$ cat src/hw/rtl/ets_pkg.sv
// ----------------------------------------------------------------------------
// ets_pkg
// Shared types, constants and helpers for the epoch-to-calendar converter.
// ----------------------------------------------------------------------------
package ets_pkg;

    localparam int unsigned SecW    = 32;
    localparam int unsigned OffsetW = 17;
    localparam int unsigned DaysW   = 16;   // 2^32 s / 86400 < 2^16 days

    // divide by constant via reciprocal multiply; divisor code picks the pre-shift
    // and reciprocal: /60 = (x >> 2) / 15, /24 = (x >> 3) / 3, /7 direct
    localparam logic [5:0]      DIVISOR_60     = 6'd60;
    localparam logic [5:0]      DIVISOR_24     = 6'd24;
    localparam logic [5:0]      DIVISOR_7      = 6'd7;
    localparam logic [SecW-1:0] RECIP_15       = 32'h8888_8889;  // ceil(2^35 / 15)
    localparam logic [SecW-1:0] RECIP_3        = 32'hAAAA_AAAB;  // ceil(2^33 / 3)
    localparam logic [SecW-1:0] RECIP_7        = 32'h2492_4925;  // ceil(2^32 / 7)
    localparam logic [DaysW-1:0] EPOCH_WEEKDAY = 16'd4;   // day zero was a Thursday

    localparam logic [7:0] YS_EPOCH = 8'd70;    // 1970
    localparam logic [7:0] YS_1900  = 8'd0;     // century, not leap
    localparam logic [7:0] YS_2100  = 8'd200;   // century, not leap
    localparam logic [8:0] DAYS_LEAP   = 9'd366;
    localparam logic [8:0] DAYS_COMMON = 9'd365;

    localparam logic [3:0] MONTH_JAN = 4'd0;
    localparam logic [3:0] MONTH_FEB = 4'd1;
    localparam logic [3:0] MONTH_MAR = 4'd2;
    localparam logic [3:0] MONTH_APR = 4'd3;
    localparam logic [3:0] MONTH_MAY = 4'd4;
    localparam logic [3:0] MONTH_JUN = 4'd5;
    localparam logic [3:0] MONTH_JUL = 4'd6;
    localparam logic [3:0] MONTH_AUG = 4'd7;
    localparam logic [3:0] MONTH_SEP = 4'd8;
    localparam logic [3:0] MONTH_OCT = 4'd9;
    localparam logic [3:0] MONTH_NOV = 4'd10;
    localparam logic [3:0] MONTH_DEC = 4'd11;

    typedef struct packed {
        logic             command;
        logic [SecW-1:0]  epoch_seconds;
    } in_t;

    typedef struct packed {
        logic [5:0] second;
        logic [5:0] minute;
        logic [4:0] hour;
        logic [2:0] weekday;
        logic [7:0] years_since_1900;
        logic [8:0] day_of_year;
        logic [3:0] month_index;
        logic [4:0] day_of_month;
    } out_t;

    typedef enum logic [3:0] {
        OP_NONE      = 4'd0,
        OP_LOAD      = 4'd1,
        OP_STEP      = 4'd2,    // latch quotient from the reciprocal multiply
        OP_SAVE_SEC  = 4'd3,
        OP_SAVE_MIN  = 4'd4,
        OP_SAVE_HOUR = 4'd5,
        OP_SAVE_WDAY = 4'd6,
        OP_YEAR      = 4'd7,
        OP_YEAR_END  = 4'd8,
        OP_MONTH     = 4'd9,
        OP_PUBLISH   = 4'd10
    } op_t;

    typedef struct packed {
        op_t op;
    } cmd_t;

    typedef struct packed {
        logic div_done;
        logic year_done;
        logic month_done;
    } status_t;

    function automatic logic [4:0] month_len(input logic [3:0] m, input logic leap);
        logic [4:0] len;
        unique case (m)
            MONTH_FEB: len = leap ? 5'd29 : 5'd28;
            MONTH_APR, MONTH_JUN, MONTH_SEP, MONTH_NOV: len = 5'd30;
            default: len = 5'd31;
        endcase
        return len;
    endfunction

endpackage

$ cat src/hw/rtl/ets_ctrl.sv
// ----------------------------------------------------------------------------
// ets_ctrl
// Sequencer: divider passes, year walk, month walk, result handoff.
// ----------------------------------------------------------------------------
module ets_ctrl (
    input  logic             aclk,
    input  logic             aresetn,
    input  logic             s_valid,
    output logic             s_ready,
    output logic             m_valid,
    input  logic             m_ready,
    input  ets_pkg::status_t status,
    output ets_pkg::cmd_t    cmd
);
    import ets_pkg::*;

    typedef enum logic [7:0] {
        ST_IDLE   = 8'b0000_0001,
        ST_SEC    = 8'b0000_0010,
        ST_MIN    = 8'b0000_0100,
        ST_HOUR   = 8'b0000_1000,
        ST_WDAY   = 8'b0001_0000,
        ST_YEAR   = 8'b0010_0000,
        ST_MONTH  = 8'b0100_0000,
        ST_FINISH = 8'b1000_0000
    } state_t;

    state_t state_reg, state_next;
    logic   m_valid_reg, m_valid_next;
    op_t    op;

    always_comb begin
        state_next = state_reg;
        op         = OP_NONE;
        unique case (state_reg)
            ST_IDLE: begin
                if (s_valid) begin
                    op         = OP_LOAD;
                    state_next = ST_SEC;
                end
            end
            ST_SEC: begin
                if (!status.div_done) begin
                    op = OP_STEP;
                end else begin
                    op         = OP_SAVE_SEC;
                    state_next = ST_MIN;
                end
            end
            ST_MIN: begin
                if (!status.div_done) begin
                    op = OP_STEP;
                end else begin
                    op         = OP_SAVE_MIN;
                    state_next = ST_HOUR;
                end
            end
            ST_HOUR: begin
                if (!status.div_done) begin
                    op = OP_STEP;
                end else begin
                    op         = OP_SAVE_HOUR;
                    state_next = ST_WDAY;
                end
            end
            ST_WDAY: begin
                if (!status.div_done) begin
                    op = OP_STEP;
                end else begin
                    op         = OP_SAVE_WDAY;
                    state_next = ST_YEAR;
                end
            end
            ST_YEAR: begin
                if (!status.year_done) begin
                    op = OP_YEAR;
                end else begin
                    op         = OP_YEAR_END;
                    state_next = ST_MONTH;
                end
            end
            ST_MONTH: begin
                if (!status.month_done) begin
                    op = OP_MONTH;
                end else begin
                    state_next = ST_FINISH;
                end
            end
            ST_FINISH: begin
                // wait for the previous result to drain
                if (!m_valid_reg || m_ready) begin
                    op         = OP_PUBLISH;
                    state_next = ST_IDLE;
                end
            end
            default: state_next = ST_IDLE;
        endcase
    end

    always_comb begin
        m_valid_next = m_valid_reg;
        if (op == OP_PUBLISH) begin
            m_valid_next = 1'b1;
        end else if (m_ready) begin
            m_valid_next = 1'b0;
        end
    end

    always_ff @(posedge aclk) begin
        if (!aresetn) begin
            state_reg   <= ST_IDLE;
            m_valid_reg <= 1'b0;
        end else begin
            state_reg   <= state_next;
            m_valid_reg <= m_valid_next;
        end
    end

    assign s_ready = (state_reg == ST_IDLE);
    assign m_valid = m_valid_reg;
    assign cmd.op  = op;

`ifndef SYNTH
    a_load_starts_div: assert property (@(posedge aclk) disable iff (!aresetn)
        s_valid && s_ready |=> state_reg == ST_SEC)
        else $error("accepted beat did not start the seconds pass");
    a_publish_no_clobber: assert property (@(posedge aclk) disable iff (!aresetn)
        op == OP_PUBLISH |-> !m_valid_reg || m_ready)
        else $error("result overwritten before it was taken");
    a_valid_from_finish: assert property (@(posedge aclk) disable iff (!aresetn)
        $rose(m_valid_reg) |-> $past(state_reg) == ST_FINISH)
        else $error("output valid raised outside finish");
`endif

endmodule

$ cat src/hw/rtl/ets_dp.sv
// ----------------------------------------------------------------------------
// ets_dp
// Datapath: offset add with clamp, reciprocal-multiply divider, year/month walk.
// ----------------------------------------------------------------------------
module ets_dp (
    input  logic                          aclk,
    input  logic                          aresetn,
    input  logic                          cfg_valid,
    output logic                          cfg_ready,
    input  logic signed [ets_pkg::OffsetW-1:0] cfg_data,
    input  ets_pkg::in_t                  s_data,
    output ets_pkg::out_t                 m_data,
    input  ets_pkg::cmd_t                 cmd,
    output ets_pkg::status_t              status
);
    import ets_pkg::*;

    logic signed [OffsetW-1:0] offset_reg, offset_next;
    logic [SecW-1:0]  acc_reg, acc_next;       // current dividend
    logic [SecW-1:0]  quo_reg, quo_next;       // quotient of acc_reg
    logic             quo_valid_reg, quo_valid_next;
    logic [5:0]       divisor_reg, divisor_next;
    logic [DaysW-1:0] days_reg, days_next;
    logic [5:0]       sec_reg, sec_next;
    logic [5:0]       min_reg, min_next;
    logic [4:0]       hour_reg, hour_next;
    logic [2:0]       wday_reg, wday_next;
    logic [7:0]       ys_reg, ys_next;
    logic [8:0]       yday_reg, yday_next;
    logic [3:0]       month_reg, month_next;
    out_t             out_reg, out_next;

    logic [SecW+1:0]   sum;
    logic [SecW-1:0]   t_load;
    logic [SecW-1:0]   mul_a;
    logic [SecW-1:0]   mul_k;
    logic [2*SecW-1:0] prod;
    logic [SecW-1:0]   quo_calc;
    logic [11:0]       qd;
    logic [5:0]        rem;
    logic              leap;
    logic [8:0]        ylen;
    logic [4:0]        mlen;
    logic [DaysW-1:0]  wday_dividend;

    // local mode: offset add, clamped to the unsigned 32-bit range; UTC mode passes through
    assign sum = {2'b00, s_data.epoch_seconds}
               + {{(SecW+2-OffsetW){offset_reg[OffsetW-1]}}, offset_reg};
    always_comb begin
        if (!s_data.command) begin
            t_load = s_data.epoch_seconds;
        end else if (sum[SecW+1]) begin
            t_load = '0;
        end else if (sum[SecW]) begin
            t_load = '1;
        end else begin
            t_load = sum[SecW-1:0];
        end
    end

    // quotient: pre-shift, 32x32 multiply by reciprocal, take the high bits
    always_comb begin
        unique case (divisor_reg)
            DIVISOR_60: begin
                mul_a = {2'b00, acc_reg[SecW-1:2]};
                mul_k = RECIP_15;
            end
            DIVISOR_24: begin
                mul_a = {3'b000, acc_reg[SecW-1:3]};
                mul_k = RECIP_3;
            end
            default: begin
                mul_a = acc_reg;
                mul_k = RECIP_7;
            end
        endcase
    end

    // upper halves are zero, so this is a 32x32 product
    assign prod = {{SecW{1'b0}}, mul_a} * {{SecW{1'b0}}, mul_k};

    always_comb begin
        unique case (divisor_reg)
            DIVISOR_60: quo_calc = {3'b000, prod[2*SecW-1:35]};
            DIVISOR_24: quo_calc = {1'b0, prod[2*SecW-1:33]};
            default:    quo_calc = prod[2*SecW-1:SecW];
        endcase
    end

    // remainder is below 64, so six bits of acc - q*d are exact
    assign qd  = {6'b000000, quo_reg[5:0]} * {6'b000000, divisor_reg};
    assign rem = acc_reg[5:0] - qd[5:0];

    // years since 1900: divisible by 4 and not a non-leap century
    assign leap = (ys_reg[1:0] == 2'b00) && (ys_reg != YS_1900) && (ys_reg != YS_2100);
    assign ylen = leap ? DAYS_LEAP : DAYS_COMMON;
    assign mlen = month_len(month_reg, leap);
    assign wday_dividend = quo_reg[DaysW-1:0] + EPOCH_WEEKDAY;

    assign status.div_done   = quo_valid_reg;
    assign status.year_done  = days_reg < {{(DaysW-9){1'b0}}, ylen};
    assign status.month_done = (month_reg == MONTH_DEC)
                             || (days_reg < {{(DaysW-5){1'b0}}, mlen});

    always_comb begin
        offset_next    = offset_reg;
        acc_next       = acc_reg;
        quo_next       = quo_reg;
        quo_valid_next = quo_valid_reg;
        divisor_next   = divisor_reg;
        days_next      = days_reg;
        sec_next       = sec_reg;
        min_next       = min_reg;
        hour_next      = hour_reg;
        wday_next      = wday_reg;
        ys_next        = ys_reg;
        yday_next      = yday_reg;
        month_next     = month_reg;
        out_next       = out_reg;

        if (cfg_valid) begin
            offset_next = cfg_data;
        end

        case (cmd.op)
            OP_LOAD: begin
                acc_next       = t_load;
                quo_valid_next = 1'b0;
                divisor_next   = DIVISOR_60;
            end
            OP_STEP: begin
                quo_next       = quo_calc;
                quo_valid_next = 1'b1;
            end
            OP_SAVE_SEC: begin
                sec_next       = rem;
                acc_next       = quo_reg;
                quo_valid_next = 1'b0;
            end
            OP_SAVE_MIN: begin
                min_next       = rem;
                acc_next       = quo_reg;
                quo_valid_next = 1'b0;
                divisor_next   = DIVISOR_24;
            end
            OP_SAVE_HOUR: begin
                hour_next      = rem[4:0];
                days_next      = quo_reg[DaysW-1:0];
                acc_next       = {{(SecW-DaysW){1'b0}}, wday_dividend};
                quo_valid_next = 1'b0;
                divisor_next   = DIVISOR_7;
            end
            OP_SAVE_WDAY: begin
                wday_next      = rem[2:0];
                quo_valid_next = 1'b0;
                ys_next        = YS_EPOCH;
                month_next     = MONTH_JAN;
            end
            OP_YEAR: begin
                days_next = days_reg - {{(DaysW-9){1'b0}}, ylen};
                ys_next   = ys_reg + 8'd1;
            end
            OP_YEAR_END: begin
                yday_next = days_reg[8:0];
            end
            OP_MONTH: begin
                days_next  = days_reg - {{(DaysW-5){1'b0}}, mlen};
                month_next = month_reg + 4'd1;
            end
            OP_PUBLISH: begin
                out_next.second           = sec_reg;
                out_next.minute           = min_reg;
                out_next.hour             = hour_reg;
                out_next.weekday          = wday_reg;
                out_next.years_since_1900 = ys_reg;
                out_next.day_of_year      = yday_reg;
                out_next.month_index      = month_reg;
                out_next.day_of_month     = days_reg[4:0] + 5'd1;
            end
            default: ;
        endcase
    end

    always_ff @(posedge aclk) begin
        if (!aresetn) begin
            offset_reg    <= '0;
            quo_valid_reg <= 1'b0;
            divisor_reg   <= DIVISOR_60;
            month_reg     <= MONTH_JAN;
        end else begin
            offset_reg    <= offset_next;
            quo_valid_reg <= quo_valid_next;
            divisor_reg   <= divisor_next;
            month_reg     <= month_next;
        end
    end

    always_ff @(posedge aclk) begin
        acc_reg  <= acc_next;
        quo_reg  <= quo_next;
        days_reg <= days_next;
        sec_reg  <= sec_next;
        min_reg  <= min_next;
        hour_reg <= hour_next;
        wday_reg <= wday_next;
        ys_reg   <= ys_next;
        yday_reg <= yday_next;
        out_reg  <= out_next;
    end

    assign cfg_ready = 1'b1;
    assign m_data    = out_reg;

`ifndef SYNTH
    a_rem_below_divisor: assert property (@(posedge aclk) disable iff (!aresetn)
        quo_valid_reg |-> rem < divisor_reg)
        else $error("divider remainder not reduced");
    a_year_advances: assert property (@(posedge aclk) disable iff (!aresetn)
        cmd.op == OP_YEAR |=> ys_reg == $past(ys_reg) + 8'd1)
        else $error("year walk did not advance");
    a_month_in_range: assert property (@(posedge aclk) disable iff (!aresetn)
        cmd.op == OP_MONTH |-> month_reg < MONTH_DEC)
        else $error("month walk past December");
`endif

endmodule

$ cat src/hw/rtl/epoch_seconds_to_calendar.sv
// ----------------------------------------------------------------------------
// epoch_seconds_to_calendar
// Breaks seconds since 1970-01-01 UTC into Gregorian calendar fields.
// ----------------------------------------------------------------------------
// Sequence: four divides (sec, min, hour, weekday), each a reciprocal multiply
//   then a remainder step; then a year walk over the whole years past 1970
//   (up to 136) and a month walk up to the month index (up to 11).
// Flow: one beat in flight; s_ready returns with m_valid, so a new beat is taken
//   only once the last is through. A result not yet taken holds the sequencer.
// Reset: aresetn synchronous, active low; clears sequencer, m_valid, utc_offset.
module epoch_seconds_to_calendar (
    input  logic                               aclk,
    input  logic                               aresetn,
    // configuration: utc_offset write, always ready
    input  logic                               cfg_valid,
    output logic                               cfg_ready,
    input  logic signed [ets_pkg::OffsetW-1:0] cfg_data,
    // input beats
    input  logic                               s_valid,
    output logic                               s_ready,
    input  ets_pkg::in_t                       s_data,
    // result beats
    output logic                               m_valid,
    input  logic                               m_ready,
    output ets_pkg::out_t                      m_data
);
    import ets_pkg::*;

    cmd_t    cmd;
    status_t status;

    // sequencer: divider passes (sec, min, hour, weekday), year walk,
    // month walk, then handoff into the output register
    ets_ctrl u_ctrl (
        .aclk    (aclk),
        .aresetn (aresetn),
        .s_valid (s_valid),
        .s_ready (s_ready),
        .m_valid (m_valid),
        .m_ready (m_ready),
        .status  (status),
        .cmd     (cmd)
    );

    // datapath: offset register, clamp, reciprocal-multiply divider,
    // leap/month-length logic and the output register
    ets_dp u_dp (
        .aclk      (aclk),
        .aresetn   (aresetn),
        .cfg_valid (cfg_valid),
        .cfg_ready (cfg_ready),
        .cfg_data  (cfg_data),
        .s_data    (s_data),
        .m_data    (m_data),
        .cmd       (cmd),
        .status    (status)
    );

endmodule

$ cat config.mk
export PLATFORM = sky130hd
export DESIGN_NAME = epoch_seconds_to_calendar
export DESIGN_NICKNAME = d
export VERILOG_FILES = /design/src/hw/rtl/ets_pkg.sv /design/src/hw/rtl/ets_ctrl.sv /design/src/hw/rtl/ets_dp.sv /design/src/hw/rtl/epoch_seconds_to_calendar.sv
export SDC_FILE = /design/constraint.sdc
export NUM_CORES = 2
export LEC_CHECK = 0
export BUFFER_PORTS_ARGS = -buffer_cell sky130_fd_sc_hd__buf_2
export CORE_MARGIN = 3
export CORE_UTILIZATION = 40
export CTS_CLUSTER_SIZE = 10
export DETAILED_ROUTE_END_ITERATION = 6
export GPL_TIMING_DRIVEN = 1
export PLACE_DENSITY_LB_ADDON = 0.3
export SKIP_CTS_REPAIR_TIMING = 1
export SKIP_LAST_GASP = 1
export SYNTH_ARGS = -nofsm -noshare
export SYNTH_HDL_FRONTEND = slang
export SYNTH_SLANG_ARGS = --single-unit
$ cat constraint.sdc
create_clock -name aclk -period 19.4 [get_ports aclk]
set_clock_uncertainty 0.1 [all_clocks]
set_input_delay 0.97 -clock aclk [delete_from_list [all_inputs] [get_ports aclk]]
set_output_delay 0.97 -clock aclk [all_outputs]
set_load 0.1 [all_outputs]
======== After elaboration in Yosys (flattened, before gate mapping) ========
Index checks and enable logic that the tools add are counted.
word-level totals
  flip-flop bits (word level) ............. 200
  input bits .............................. 55
  output and inout bits ................... 49
operators by class
  add/subtract/negate cells ............... 8
  order comparisons ....................... 2
  reductions and logical operators ........ 18
  multiplexer cells ....................... 35
  multipliers ............................. 2
  eq/ne operators ......................... 35
operators with widths
  operator                                                                  number
  32-bit case mux with 2 select lines                                       3
  32-bit 2-to-1 mux                                                         3
  32-bit case mux with 3 select lines                                       1
  32-bit by 32-bit multiplier with 64-bit output                            1
  8-bit 2-to-1 mux                                                          8
  8-bit case mux with 8 select lines                                        1
  16-bit case mux with 3 select lines                                       1
  33-bit by 17-bit adder with 34-bit output                                 1
  4-bit case mux with 8 select lines                                        1
  4-bit == test (second input constant)                                     6
  4-bit by 3-bit == test with 1-bit output (second input constant)          5
  6-bit case mux with 3 select lines                                        1
  16-bit by 3-bit adder with 16-bit output (second input constant)          1
  16-bit by 5-bit < comparator with 1-bit output                            1
  16-bit by 9-bit < comparator with 1-bit output                            1
  8-bit case mux with 2 select lines                                        1
  16-bit by 5-bit subtractor with 16-bit output                             1
  16-bit by 9-bit subtractor with 16-bit output                             1
  2-bit by 1-bit inequality test with 1-bit output (second input constant)  7
  4-bit by 2-bit == test with 1-bit output (second input constant)          3
  4-bit 2-to-1 mux                                                          3
  5-bit case mux with 2 select lines                                        1
  3-bit 2-to-1 mux                                                          3
  3-bit nonzero test                                                        3
  32 further kinds                                                          42

======== Depth between registers and ports, before layout ========
  depth in word-level cells ............... 12
  mapped depth ............................ 36
  depth with buffers taken out ............ 33

======== By module ========
Synthesis repeated with hierarchy kept, for this count alone.
unflattened totals
  cells, all modules ...................... 3,460
  area, all modules ....................... 33,488.4 um2
modules (own cells, without submodules)
  module    sequential area each (um2)  times used  cells each  area each (um2)
  ets_dp    5,415.2                     1           3,377       32,773.9
  ets_ctrl  180.2                       1           83          714.4

======== Worst setup path after synthesis ========
No wires, ideal clock.
  kind .................................... register to register
  start ................................... reg u_dp.divisor_reg[2]
  end ..................................... reg u_dp.quo_reg[18] (data pin)
  arrival time ............................ 8.198 ns
  setup time .............................. 0.261 ns
  data required time ...................... 19.039 ns
  setup slack ............................. 10.841 ns
  path buffers ............................ 7
  cell stages (with the launch flop) ...... 33
  path through ............................ dfxtp_1 clkbuf_1 and3_1 buf_2 buf_1 clkbuf_1 clkbuf_1 clkbuf_1 a21oi_1 ha_1 inv_1 fa_1 inv_1 fa_1 inv_1 fa_1 inv_1 fa_1 fa_1 fa_1 fa_1 ha_1 clkbuf_1 nand2_1 nor4_1 o31ai_1 a22oi_1 nand4b_1 and3_1 o21a_1 xnor2_1 and2_1 a221o_1
on the way
  longest elaborated chain between the ends .. 4
ends and longest elaborated chain
  item                                                                              RTL line                    source
  start, declared                                                                   ets_dp.sv:22                logic [5:0] divisor_reg, divisor_next;
  start signal, assigned                                                            ets_dp.sv:193               divisor_reg <= divisor_next;
  6-bit by 5-bit == test with 1-bit output / 6-bit == test (equally long branches)  ets_dp.sv:63, ets_dp.sv:83
  32-bit case mux with 2 select lines                                               ets_dp.sv:63                unique case (divisor_reg)
  32-bit by 32-bit multiplier with 64-bit output                                    ets_dp.sv:80                assign prod = {{SecW{1'b0}}, mul_a} * {{SecW{1'b0}}, mul_k};
  32-bit case mux with 2 select lines (*)                                           ets_dp.sv:83                unique case (divisor_reg)
  via u_dp.quo_calc[18]                                                             ets_dp.sv:38                logic [SecW-1:0] quo_calc;
  end signal, assigned                                                              ets_dp.sv:200               quo_reg <= quo_next;
  end, declared                                                                     ets_dp.sv:20                logic [SecW-1:0] quo_reg, quo_next;
Mark *: on every way through the listed nets, which the timed path passes. The rest lies on a longest branch.
A chain may end at the register's enable or synchronous reset.

======== Worst setup path in the final report ========
  start ................................... reg u_dp.divisor_reg[4]
  end ..................................... reg u_dp.quo_reg[30] (data pin)
The elaborated chain is that of the path after synthesis.

==> summary.md <==
| Metric | Value |
|---|---|
| Status | completed |
| Final Max Tran Viols | 0 |
| Maxcap violations | 0 |
| Element type at the critical path start | flip-flop |
| Max-slew headroom | 18.5% |
| Asr flop ratio synth | 0% |
| Synth Warn # | 0 |
| Chip width | 296 µm |
| Fmax | 90.3 MHz |
| CP arrival | 11150 ps |
| Crit end category | flip-flop |
| Final Hold Viols | 0 |
| Post-layout nets | 4586 |
| Tmin final | 11070 ps |
| Drt first pass iters | 5 |
| RSZ-0062 raised after global routing | no |
| Vias in the first global route | 25300 |
| Slowest stage cell, crit path | o21ai_0 |
| TritonCTS Buffers | 17 |
| Final HPWL DP | 86100 µm |
| Post-DRT Antenna Nets | 0 |
| Vias | 24600 |
| Layout Utilization | 43.7% |
| Largest register FFs | 46 |
| Clock transition at the registers of the reported paths | 90 ps |
| Vias per cell | 5.30 |
| Non-filler cells, final | 4647 |
| CP peak stage delay | 810 ps |
| Top cell by count, worst path | fa_1 |
| Layout cells sized above 1 | 5.87% |
| Port Buf Inserts | 102 |
| Setup TNS | 0 ps |
| Routability Congestion | 1.01 |
| Final setup violation count | 0 |
| Ant. Diodes | 0 |
| Clock Latency Late Sink | 460 ps |
| Post-synthesis instance total | 3462 |
| Area grow syn2layout | 7.37% |
| Clock sink count | 198 |
| CP max FO | 48 |
| Vert. Die Dim | 296 µm |
| First-pass GRT wire length | 151000 µm |
| Clk buf depth | 2 |
| Top Ports | 104 |
| Min-Delay Path Class | reg2reg |
| CTS tree | yes |
| Ys flop type | edfxtp_1 |
| DR iter-0 viols | 2072 |
| Worst slew pin tran | 1220 ps |
| Placed instance count | 4615 |
| Seq/Total Area, Yosys | 16.6% |
| Initial Util | 40.7% |
| Crit path kind | reg2reg |
| Initial antenna violation count | 0 |
| Largest net degree at the start of global routing | 50 |
| Mean post-synth cell area | 9.71 µm² |
| Post-synthesis cell type count | 90 |
| Yosys reg bits | 198 |
| Period Utilization, post-route | 57.1% |
| Detailed Route WL | 98000 µm |
| Global-route usage over all layers | 22.8% |
| Final hold slack | 314 ps |
| Total die area | 87500 µm² |
| H-tree depth | 4 |
| Post-synth EDFFs | 163 |
| Root Driver | clkbuf_16 |
| Post-synthesis cell area | 33600 µm² |
| Drt wl/cell | 21.1 µm |
| CORE AREA | 82600 µm² |
| DRC Markers | 0 |
| CP required | 19470 ps |
| Grt total ovfl | 0 |
| Num rows | 105 |
-- area by class of cell --
cell class,count,area (µm²)
Fill cell,8109,46500
Inverter,729,2740
Timing Repair Buffer,120,646
Clock inverter,15,191
Clock buffer,17,425
Multi-Input combinational cell,2498,25200
Sequential cell,198,5600
Tap cell,1070,1340
-- cell families after synthesis --
kind of cell	Yosys count	synth area share (%)
adders and majority gates	967	47.3
buffers and inverters	851	9.58
and+or+nand+nor	675	10.2
AOI/OAI and AO/OA	612	12.0
DFF	198	16.6
xor gates and xnor gates	134	3.49
muxes	23	0.689
other	2	0.0223
-- worst max-delay path, delay by kind of cell (launching register included) --
family	cells	cell delay [ps]
and+or+nand+nor	6	1400
AOI/OAI and AO/OA	9	3460
xor gates and xnor gates	1	210
adders and majority gates	8	3920
buffers and inverters	8	1180
DFF	1	440
-- per-layer routing --
layer	vias to the layer above	part of all wire, %	global-route usage, %
met5	-	0	0
met1	12200	44	31.6
met2	756	47	37.6
met4	0	3.8	7.67
met3	133	5.1	2.22
li1	11500	-	-
-- synth_stat cells, drive strengths merged, types with 11 or more instances --
cell type,count,area (µm²)
inv,729,2740
fa,506,10100
ha,461,5770
nand2,200,753
a21oi,166,835
edfxtp,163,4890
nor2,154,581
o21ai,126,642
clkbuf,103,387
a21o,87,653
xor2,70,613
xnor2,64,561
and2,55,344
and3,43,269
nand3,37,185
dfxtp,35,701
nor2b,35,219
nand2b,32,208
nand4,29,181
a22oi,27,203
o21a,25,188
nor3,23,136
a31oi,22,138
mux2i,22,220
a221o,21,211
o221ai,21,190
buf,19,97.6
a211oi,18,148
or2,18,113
o211ai,14,125
nor4,13,109
o21bai,12,90.1
a221oi,11,96.3
-- path summary, 6_finish.rpt --
path                                     startpoint  cells after the start  slack [ps]                to
worst max-delay path            u_dp.divisor_reg[4]                     32        8330  u_dp.quo_reg[30]
worst min-delay path               u_dp.wday_reg[2]                      0         310   u_dp.m_data[28]
worst max register to register  u_dp.divisor_reg[4]                     32        8330  u_dp.quo_reg[30]
worst min register to register     u_dp.wday_reg[2]                      0         310   u_dp.m_data[28]
-- through the flow --
| stage | worst slack [ps] | cell area (µm²) |
|---|---|---|
| final | 8330 | 36100 |
| after global routing | 7820 | 36100 |
| after CTS | 8460 | 36100 |
| after detailed placement | 8540 | 35500 |
| after global placement | 8530 | 35500 |
| after floorplan | 10840 | 33900 |
-- cells in the final DEF, fill, tap and decap left out, types with 22 or more instances in the layout --
cell type / n
and2_1: 54
nand2b_1: 31
a22oi_1: 27
edfxtp_1: 163
ha_1: 461
nand4_1: 29
inv_1: 728
o21ai_0: 96
a21o_1: 87
dfxtp_1: 35
xor2_1: 70
xnor2_1: 64
nand3_1: 36
nor2b_1: 34
conb_1: 87
fa_1: 506
o21a_1: 25
nor2_1: 150
a31oi_1: 22
buf_2: 102
a21oi_1: 165
nand2_1: 198
o21ai_1: 29
and3_1: 42
mux2i_1: 22
Power is left out: the tool's default activity adds up to more than one toggle a clock period on the data nets, which glitch-free logic cannot reach.
